==> config.mk <==
export PLATFORM = sky130hd
export DESIGN_NAME = aesccm_front
export DESIGN_NICKNAME = d
export VERILOG_FILES = /design/src/aesccm_pkg.sv /design/src/aesccm_front.sv
export SDC_FILE = /design/constraint.sdc
export NUM_CORES = 1
export LEC_CHECK = 0
export BUFFER_PORTS_ARGS = -buffer_cell sky130_fd_sc_hd__buf_2
export CAP_MARGIN = 40
export CORE_MARGIN = 2
export CORE_UTILIZATION = 49
export CTS_BUF_LIST = sky130_fd_sc_hd__clkbuf_4
export DETAILED_ROUTE_END_ITERATION = 7
export GPL_TIMING_DRIVEN = 1
export PLACE_DENSITY_LB_ADDON = 0.05
export SLEW_MARGIN = 10
export SYNTH_ARGS = -nofsm -noshare
export SYNTH_HDL_FRONTEND = slang
export SYNTH_SLANG_ARGS = --single-unit
==> constraint.sdc <==
create_clock -name clk -period 8.86 [get_ports clk]
set_input_delay 0.886 -clock clk [delete_from_list [all_inputs] [get_ports clk]]
set_output_delay 0.886 -clock clk [all_outputs]
set_load 0.01 [all_outputs]
==> src/aesccm_pkg.sv <==
// Shared types, constants and AES helper functions for the AES-128 CCM engine.
// Used by the front end, the sequencer, the AES round unit and the top level.
package aesccm_pkg;

    typedef enum logic [1:0] {
        CMD_HDR = 2'd0,
        CMD_AAD = 2'd1,
        CMD_PAY = 2'd2,
        CMD_TAG = 2'd3
    } cmd_t;

    typedef enum logic [1:0] {
        PH_IDLE    = 2'd0,
        PH_AAD     = 2'd1,
        PH_PAYLOAD = 2'd2,
        PH_TAG     = 2'd3
    } phase_t;

    typedef enum logic [1:0] {
        DST_MAC = 2'd0,
        DST_KS  = 2'd1,
        DST_S0  = 2'd2
    } aes_dst_t;

    typedef enum logic [3:0] {
        ST_IDLE,
        ST_HDR,
        ST_HDR_SETUP,
        ST_AES,
        ST_WAIT,
        ST_BYTE,
        ST_AAD_END,
        ST_PAY_OUT,
        ST_FIN,
        ST_TAG_OUT1,
        ST_TAG_OUT2,
        ST_VERIFY,
        ST_REJ_OUT
    } seq_state_t;

    localparam logic [1:0] REG_KEY_HIGH = 2'd0;
    localparam logic [1:0] REG_KEY_LOW  = 2'd1;
    localparam logic [1:0] REG_TAG_LEN  = 2'd2;
    localparam logic [1:0] REG_MODE     = 2'd3;

    localparam logic [1:0] KIND_PAYLOAD = 2'd0;
    localparam logic [1:0] KIND_TAG     = 2'd1;
    localparam logic [1:0] KIND_STATUS  = 2'd2;

    localparam logic [1:0] STATUS_OK       = 2'd0;
    localparam logic [1:0] STATUS_REJECT   = 2'd1;
    localparam logic [1:0] STATUS_MISMATCH = 2'd2;

    localparam logic [4:0] TAG_LEN_RESET = 5'd8;

    typedef struct packed {
        cmd_t        cmd;
        logic [63:0] data_word;
        logic [39:0] nonce_top;
        logic [4:0]  aad_len;
        logic [15:0] message_len;
        logic [3:0]  byte_count;
        logic        hdr_reject;
    } item_t;

    typedef struct packed {
        logic [63:0] word;
        logic [3:0]  bytes;
        logic [1:0]  kind;
        logic [1:0]  status;
        logic        fin;
    } res_t;

    localparam logic [7:0] SBOX [256] = '{
        8'h63,8'h7c,8'h77,8'h7b,8'hf2,8'h6b,8'h6f,8'hc5,8'h30,8'h01,8'h67,8'h2b,8'hfe,8'hd7,8'hab,8'h76,
        8'hca,8'h82,8'hc9,8'h7d,8'hfa,8'h59,8'h47,8'hf0,8'had,8'hd4,8'ha2,8'haf,8'h9c,8'ha4,8'h72,8'hc0,
        8'hb7,8'hfd,8'h93,8'h26,8'h36,8'h3f,8'hf7,8'hcc,8'h34,8'ha5,8'he5,8'hf1,8'h71,8'hd8,8'h31,8'h15,
        8'h04,8'hc7,8'h23,8'hc3,8'h18,8'h96,8'h05,8'h9a,8'h07,8'h12,8'h80,8'he2,8'heb,8'h27,8'hb2,8'h75,
        8'h09,8'h83,8'h2c,8'h1a,8'h1b,8'h6e,8'h5a,8'ha0,8'h52,8'h3b,8'hd6,8'hb3,8'h29,8'he3,8'h2f,8'h84,
        8'h53,8'hd1,8'h00,8'hed,8'h20,8'hfc,8'hb1,8'h5b,8'h6a,8'hcb,8'hbe,8'h39,8'h4a,8'h4c,8'h58,8'hcf,
        8'hd0,8'hef,8'haa,8'hfb,8'h43,8'h4d,8'h33,8'h85,8'h45,8'hf9,8'h02,8'h7f,8'h50,8'h3c,8'h9f,8'ha8,
        8'h51,8'ha3,8'h40,8'h8f,8'h92,8'h9d,8'h38,8'hf5,8'hbc,8'hb6,8'hda,8'h21,8'h10,8'hff,8'hf3,8'hd2,
        8'hcd,8'h0c,8'h13,8'hec,8'h5f,8'h97,8'h44,8'h17,8'hc4,8'ha7,8'h7e,8'h3d,8'h64,8'h5d,8'h19,8'h73,
        8'h60,8'h81,8'h4f,8'hdc,8'h22,8'h2a,8'h90,8'h88,8'h46,8'hee,8'hb8,8'h14,8'hde,8'h5e,8'h0b,8'hdb,
        8'he0,8'h32,8'h3a,8'h0a,8'h49,8'h06,8'h24,8'h5c,8'hc2,8'hd3,8'hac,8'h62,8'h91,8'h95,8'he4,8'h79,
        8'he7,8'hc8,8'h37,8'h6d,8'h8d,8'hd5,8'h4e,8'ha9,8'h6c,8'h56,8'hf4,8'hea,8'h65,8'h7a,8'hae,8'h08,
        8'hba,8'h78,8'h25,8'h2e,8'h1c,8'ha6,8'hb4,8'hc6,8'he8,8'hdd,8'h74,8'h1f,8'h4b,8'hbd,8'h8b,8'h8a,
        8'h70,8'h3e,8'hb5,8'h66,8'h48,8'h03,8'hf6,8'h0e,8'h61,8'h35,8'h57,8'hb9,8'h86,8'hc1,8'h1d,8'h9e,
        8'he1,8'hf8,8'h98,8'h11,8'h69,8'hd9,8'h8e,8'h94,8'h9b,8'h1e,8'h87,8'he9,8'hce,8'h55,8'h28,8'hdf,
        8'h8c,8'ha1,8'h89,8'h0d,8'hbf,8'he6,8'h42,8'h68,8'h41,8'h99,8'h2d,8'h0f,8'hb0,8'h54,8'hbb,8'h16
    };

    function automatic logic [7:0] xt(input logic [7:0] x);
        return {x[6:0], 1'b0} ^ (x[7] ? 8'h1b : 8'h00);
    endfunction

    // One AES round; byte 0 of the state sits in bits 127..120.
    function automatic logic [127:0] aes_round(input logic [127:0] s, input logic [127:0] rk,
                                               input logic last_round);
        logic [7:0]   t [16];
        logic [7:0]   a0, a1, a2, a3, x;
        logic [127:0] r;
        for (int c = 0; c < 4; c++) begin
            for (int j = 0; j < 4; j++) begin
                t[c*4+j] = SBOX[s[127 - 8*((((c + j) & 3) * 4) + j) -: 8]];
            end
        end
        if (!last_round) begin
            for (int c = 0; c < 4; c++) begin
                a0 = t[c*4];
                a1 = t[c*4+1];
                a2 = t[c*4+2];
                a3 = t[c*4+3];
                x  = a0 ^ a1 ^ a2 ^ a3;
                t[c*4]   = a0 ^ x ^ xt(a0 ^ a1);
                t[c*4+1] = a1 ^ x ^ xt(a1 ^ a2);
                t[c*4+2] = a2 ^ x ^ xt(a2 ^ a3);
                t[c*4+3] = a3 ^ x ^ xt(a3 ^ a0);
            end
        end
        for (int i = 0; i < 16; i++) begin
            r[127 - 8*i -: 8] = t[i] ^ rk[127 - 8*i -: 8];
        end
        return r;
    endfunction

    // Next round key from the current one.
    function automatic logic [127:0] key_step(input logic [127:0] rk, input logic [7:0] rcon);
        logic [31:0] tmp, w0, w1, w2, w3;
        tmp = {SBOX[rk[23:16]] ^ rcon, SBOX[rk[15:8]], SBOX[rk[7:0]], SBOX[rk[31:24]]};
        w0  = rk[127:96] ^ tmp;
        w1  = rk[95:64] ^ w0;
        w2  = rk[63:32] ^ w1;
        w3  = rk[31:0] ^ w2;
        return {w0, w1, w2, w3};
    endfunction

    // Tag length clamped to 4..16 and made even.
    function automatic logic [4:0] eff_m(input logic [4:0] tag_len);
        logic [4:0] m;
        m = tag_len;
        if (m < 5'd4) begin
            m = 5'd4;
        end
        if (m > 5'd16) begin
            m = 5'd16;
        end
        return {m[4:1], 1'b0};
    endfunction

    // Keeps the top n bytes of a 64-bit word, n from 0 to 8.
    function automatic logic [63:0] mask64(input logic [3:0] n);
        return {64{1'b1}} << {4'd8 - n, 3'b000};
    endfunction

    // Keeps the top m bytes of a 128-bit block, m from 4 to 16.
    function automatic logic [127:0] mask128(input logic [4:0] m);
        return {128{1'b1}} << {5'd16 - m, 3'b000};
    endfunction

endpackage

==> src/aesccm_front.sv <==
// Input side: unpacks stream items, clamps the byte count, flags oversize headers
// and holds them in a two-entry queue for the sequencer. Depends on aesccm_pkg.
module aesccm_front #(
    parameter int MAX_AAD_BYTES = 30
) (
    input  logic                clk,
    input  logic                rst_n,
    input  logic                in_valid,
    output logic                in_ready,
    input  aesccm_pkg::cmd_t    in_cmd,
    input  logic [63:0]         in_data_word,
    input  logic [39:0]         in_nonce_top,
    input  logic [4:0]          in_aad_len,
    input  logic [15:0]         in_message_len,
    input  logic [3:0]          in_byte_count,
    output logic                q_valid,
    output aesccm_pkg::item_t   q_item,
    input  logic                q_pop
);
    import aesccm_pkg::*;

    localparam logic [4:0] MAX_AAD = 5'(MAX_AAD_BYTES);

    item_t      entry_reg [2];
    logic       wr_ptr_reg;
    logic       rd_ptr_reg;
    logic [1:0] count_reg;
    item_t      cls;
    logic       push;
    logic       pop;

    always_comb
    begin
        cls.cmd         = in_cmd;
        cls.data_word   = in_data_word;
        cls.nonce_top   = in_nonce_top;
        cls.aad_len     = in_aad_len;
        cls.message_len = in_message_len;
        cls.byte_count  = (in_byte_count > 4'd8) ? 4'd8 : in_byte_count;
        cls.hdr_reject  = (in_aad_len > MAX_AAD);
    end

    assign in_ready = (count_reg != 2'd2);
    assign push     = in_valid && in_ready;
    assign q_valid  = (count_reg != 2'd0);
    assign pop      = q_pop && q_valid;
    assign q_item   = entry_reg[rd_ptr_reg];

    always_ff @(posedge clk or negedge rst_n)
    begin
        if (!rst_n)
        begin
            wr_ptr_reg <= 1'b0;
            rd_ptr_reg <= 1'b0;
            count_reg  <= 2'd0;
        end
        else
        begin
            if (push)
            begin
                wr_ptr_reg <= ~wr_ptr_reg;
            end
            if (pop)
            begin
                rd_ptr_reg <= ~rd_ptr_reg;
            end
            if (push && !pop)
            begin
                count_reg <= count_reg + 2'd1;
            end
            else if (pop && !push)
            begin
                count_reg <= count_reg - 2'd1;
            end
        end
    end

    always_ff @(posedge clk)
    begin
        if (push)
        begin
            entry_reg[wr_ptr_reg] <= cls;
        end
    end

endmodule

After elaboration in Yosys (flattened, before gate mapping). Memories as Yosys holds them, arrays and structs flattened. Index checks and enable logic that the tools add are counted.

Equality and inequality tests: 1. Order comparisons: 2. Bitwise gates (word level): 2. Divide/modulo/power cells: 0. Add/subtract/negate cells: 2. Multipliers: 0. Muxes and demuxes: 5. Shift-type cells: 0. Reduce and logical (&&, ||, !) cells: 8.

Operators with widths (number): $gt 5x5->1 const B (1); $gt 4x4->1 const B (1); $logic_and 1x1->1 (4); $mux 2 (2); $mux 4 (1); $reduce_bool 2->1 (2); $add 2x1->2 const B (1); $logic_not 1->1 (2); $mux 1 (2); $ne 2x2->1 const B (1); $not 1->1 (2); $sub 2x1->2 const B (1).

Output and inout port bits: 134. Memories kept: 1. Flip-flop bits (word level): 4. Bits in writable memories: 264. ROM bits: 0. Latch bits: 0. Word-level logic and storage cells: 24.

Memories: entry_reg (words 2, width 132, rd ports 1, clocked after Yosys merged registers in 0, write ports 1, line aesccm_front.sv:24) `item_t entry_reg [2];`.

Logic depth before layout (Yosys ltp).
Word-level depth: 6. Mapped depth: 7. Mapped depth without buffers: 7.

Worst setup path after synthesis. No wires, ideal clock.

Path type: in2reg. Start point: input port in_valid. End point: memory entry_reg[0][0] in the netlist's numbering (enable). Stages on the path: 2. Buffers on the path: 0. Setup slack: 1.774 ns. Arrival time: 6.461 ns. Required time: 8.235 ns. Cell sequence: nand2_1 nor2_1.

Word-level cells in the longest chain between the ends: 3.

RTL lines: from (decl) (line aesccm_front.sv:8) `input logic in_valid,`; $logic_and 1x1->1 (line aesccm_front.sv:44) `assign push = in_valid && in_ready;`; $mux 1 (line aesccm_front.sv:80) `if (push)`; $mux 1 (not written as such) (line aesccm_front.sv:82) `entry_reg[wr_ptr_reg] <= cls;`; to (decl) (line aesccm_front.sv:24).

Every way passes these cells.

==> flow_summary.toml <==
[status]
outcome = "complete, no violations"

[timing]
hold_viol = 0
period_needed_ps = 3739
report.final.slew_viol_count = 0
worst_pin_slew_ps = 589.6
skew_ps = 20.92
fmax_mhz = 267.4
setup-violations-final = 0
setup_slack_ps = 5121
fin_crit_sh_pct = 42.20
tns_ps = 0
rsz0062_at_grt = "no"
relSlewSlack_pct = 60.69

[critical_path]
critPathLaunch = "rd_ptr_reg$_DFFE_PN0P_"
r2r-end = "entry_reg[1][127]$_DFFE_PP_"
crit_type = "reg2out"
cp_slowest_cell = "dfrtp_4"
reg2reg_depth = 4
path_max_fanout = 47
crit_arrival_ps = 2850
endpoint = "q_item[15]"
r2r-start = "count_reg[0]$_DFFE_PN0P_"
crit_path_max_incr_delay_ps = 760
reg2reg_slack_ps = 6820
end_kind = "output port"
cp_cell_sequence = "buf_4 > buf_16 > mux2_2 > buf_2"
start_kind = "flop"
cp.required_ps = 7970

[place]
hpwl_um = 12670
dp.cells = 967
io_buffers = 268
placed_area_um2 = 11760
dpl_worst_slack_ps = 5711
globalplace.congestion = 0.7773

[floorplan]
die_h_um = 147.1
dieArea_um2 = 21640
core_um2 = 20170
initial_core_util_pct = 49.76
core.rowCount = 52
io_pins = 269
die_w_um = 147.1

[power]
power_frac_clock_pct = 25.0
switching_share_pct = 29.06
peakVddDrop_v = 0.0001829
p_comb_share_pct = 31.2
powerDensity_nw_per_um2 = 330.3
p_int_mw = 2.973
p_switching_mw = 1.217
seqPwrFrac_pct = 43.8
p_leak_nw = 5.059

[synthesis]
synthesis.nets = 572
synth.most_common_cell = "edfxtp_1"
synth_flop_cell = "edfxtp_1"
syn_area_per_cell_um2 = 23.02
synthArstFlopShare_pct = 1.493
synth_edf_count = 264
synth_top_area_share_pct = 78.98
seq_area_frac_synth_pct = 79.98
syn-instance-count = 436
synthTopCellsByCount = "edfxtp_1, mux2_4, mux2_2, buf_6, buf_2"
syn_area_um2 = 10040
synthTopCellsByArea = "edfxtp_1, mux2_4, mux2_2"
ys_ff_latch = 268
yosysWarnings = 0
synth_cell_types = 18
synth_top_area_cell = "edfxtp_1"

[routing]
drt-total-wl_um = 19480
dr.pass1.iters = 5
drtIter0Drc = 257
post_drt_wl_per_cell_um = 17.89
via_per_inst = 4.891
vias = 5326
drc_errors = 0
final_antenna_net_count = 0

[layout]
final_area_um2 = 12690
drive_gt1_share_pct = 64.01
syn_to_final_growth_pct = 26.39
filler_cell_count = 1548
fin_nets = 908
instances_no_fill = 1089
largest_reg_flops = 264

[clock_network]
cts.clk_slew.worst_paths_ps = 70
clock-sinks = 268
cts_setup_buffers = 0
cts_made_buffers = 71
post_cts_resized = 0
cts_buffer_depth = 3
htreeDepth = 3
tritoncts = "built"
root_buffer = "clkbuf_4"
insertion_delay_ps = 640
cts_hold_buf = 1

[global_route]
grt_max_degree = 64
grt_pass1_vias = 5683
track_usage_pct = 17.82
antenna_found_initial = 2
overflow = 0
grt_pass1_wl_um = 29410

[hold_path]
hold_class = "in2reg"

[job]
drv_cap = 0
## metal layers
layer	track usage [%]	up-vias	share of wire [%]
met3	8.137	26	10
met4	6.779	0	1.7
met5	0	-	0
li1	-	2455	-
met1	20.76	2614	39
met2	29.11	231	50
## worst max-delay path, delay by kind of cell (launching register included)
family | cells | cell delay (ps)
multiplexers | 1 | 390
flip-flops | 1 | 760
buffers and inverters | 3 | 1050
## cells by family after synthesis
family	count (synthesis)	share of synthesized area, %
simple gates	13	0.6483
fa+ha+maj	1	0.1246
mux	132	17.43
flops	268	79.98
xor+xnor	5	0.4364
buf+inv	17	1.384
## area by class of cell
type                            count  area [um2]  area share (%)
Sequential cell                   268        8031           63.31
Multi-Input combinational cell    151        1883           14.84
Timing Repair Buffer              279        1539           12.13
Clock buffer                      103       773.2           6.095
Tap cell                          270       337.8           2.663
Clock inverter                     15       112.6          0.8877
Antenna cell                        2       5.005         0.03945
Inverter                            1       3.754         0.02959
## through the flow
| stage | utilization (%) | power [mW] | hold WS, ps |
|---|---|---|---|
| final | 62.90 | 4.190 | 432.4 |
| after global routing | 62.87 | 4.413 | 360.9 |
| after CTS | 62.74 | 4.249 | 355.9 |
| after detailed placement | 58.29 | 3.180 | 488.0 |
| after global placement | 57.65 | 3.117 | 473.2 |
| after floorplan | - | 2.746 | 455.9 |
## layout by cell type (no fill, tap or decap), types with 2 or more instances in the layout
master / n
buf_2: 268
edfxtp_1: 264
clkbuf_4: 103
mux2_4: 70
mux2_2: 62
clkinv_1: 9
buf_16: 5
buf_4: 4
nor2b_1: 3
nand2_1: 3
xnor2_1: 3
clkinv_2: 3
dfrtp_1: 3
diode_2: 2
nor2_1: 2
xor2_1: 2
bufinv_16: 2
## worst min-delay path by stage
stage / start / end / slack, ps / cells after the start
finish: in_message_len[12] / entry_reg[0][17]$_DFFE_PP_ / 430 / 1
global route: in_nonce_top[20] / entry_reg[0][46]$_DFFE_PP_ / 360 / 1
CTS: in_nonce_top[1] / entry_reg[1][27]$_DFFE_PP_ / 360 / 1
detailed placement: count_reg[1]$_DFFE_PN0P_ / count_reg[1]$_DFFE_PN0P_ / 490 / 1
global placement: count_reg[1]$_DFFE_PN0P_ / count_reg[1]$_DFFE_PN0P_ / 470 / 1
floorplan: count_reg[1]$_DFFE_PN0P_ / count_reg[1]$_DFFE_PN0P_ / 460 / 1
## power groups by stage
| stage | combinational [mW] | clock (mW) | sequential (mW) |
|---|---|---|---|
| 6_report | 1.31 | 1.05 | 1.83 |
| 5_1_grt | 1.40 | 1.15 | 1.86 |
| 4_1_cts | 1.32 | 1.09 | 1.84 |
| 3_5_place_dp | 1.32 | 0 | 1.86 |
| 3_3_place_gp | 1.22 | 0 | 1.89 |
| 2_1_floorplan | 0.888 | 0 | 1.86 |
(Power assumes the default switching activity.)
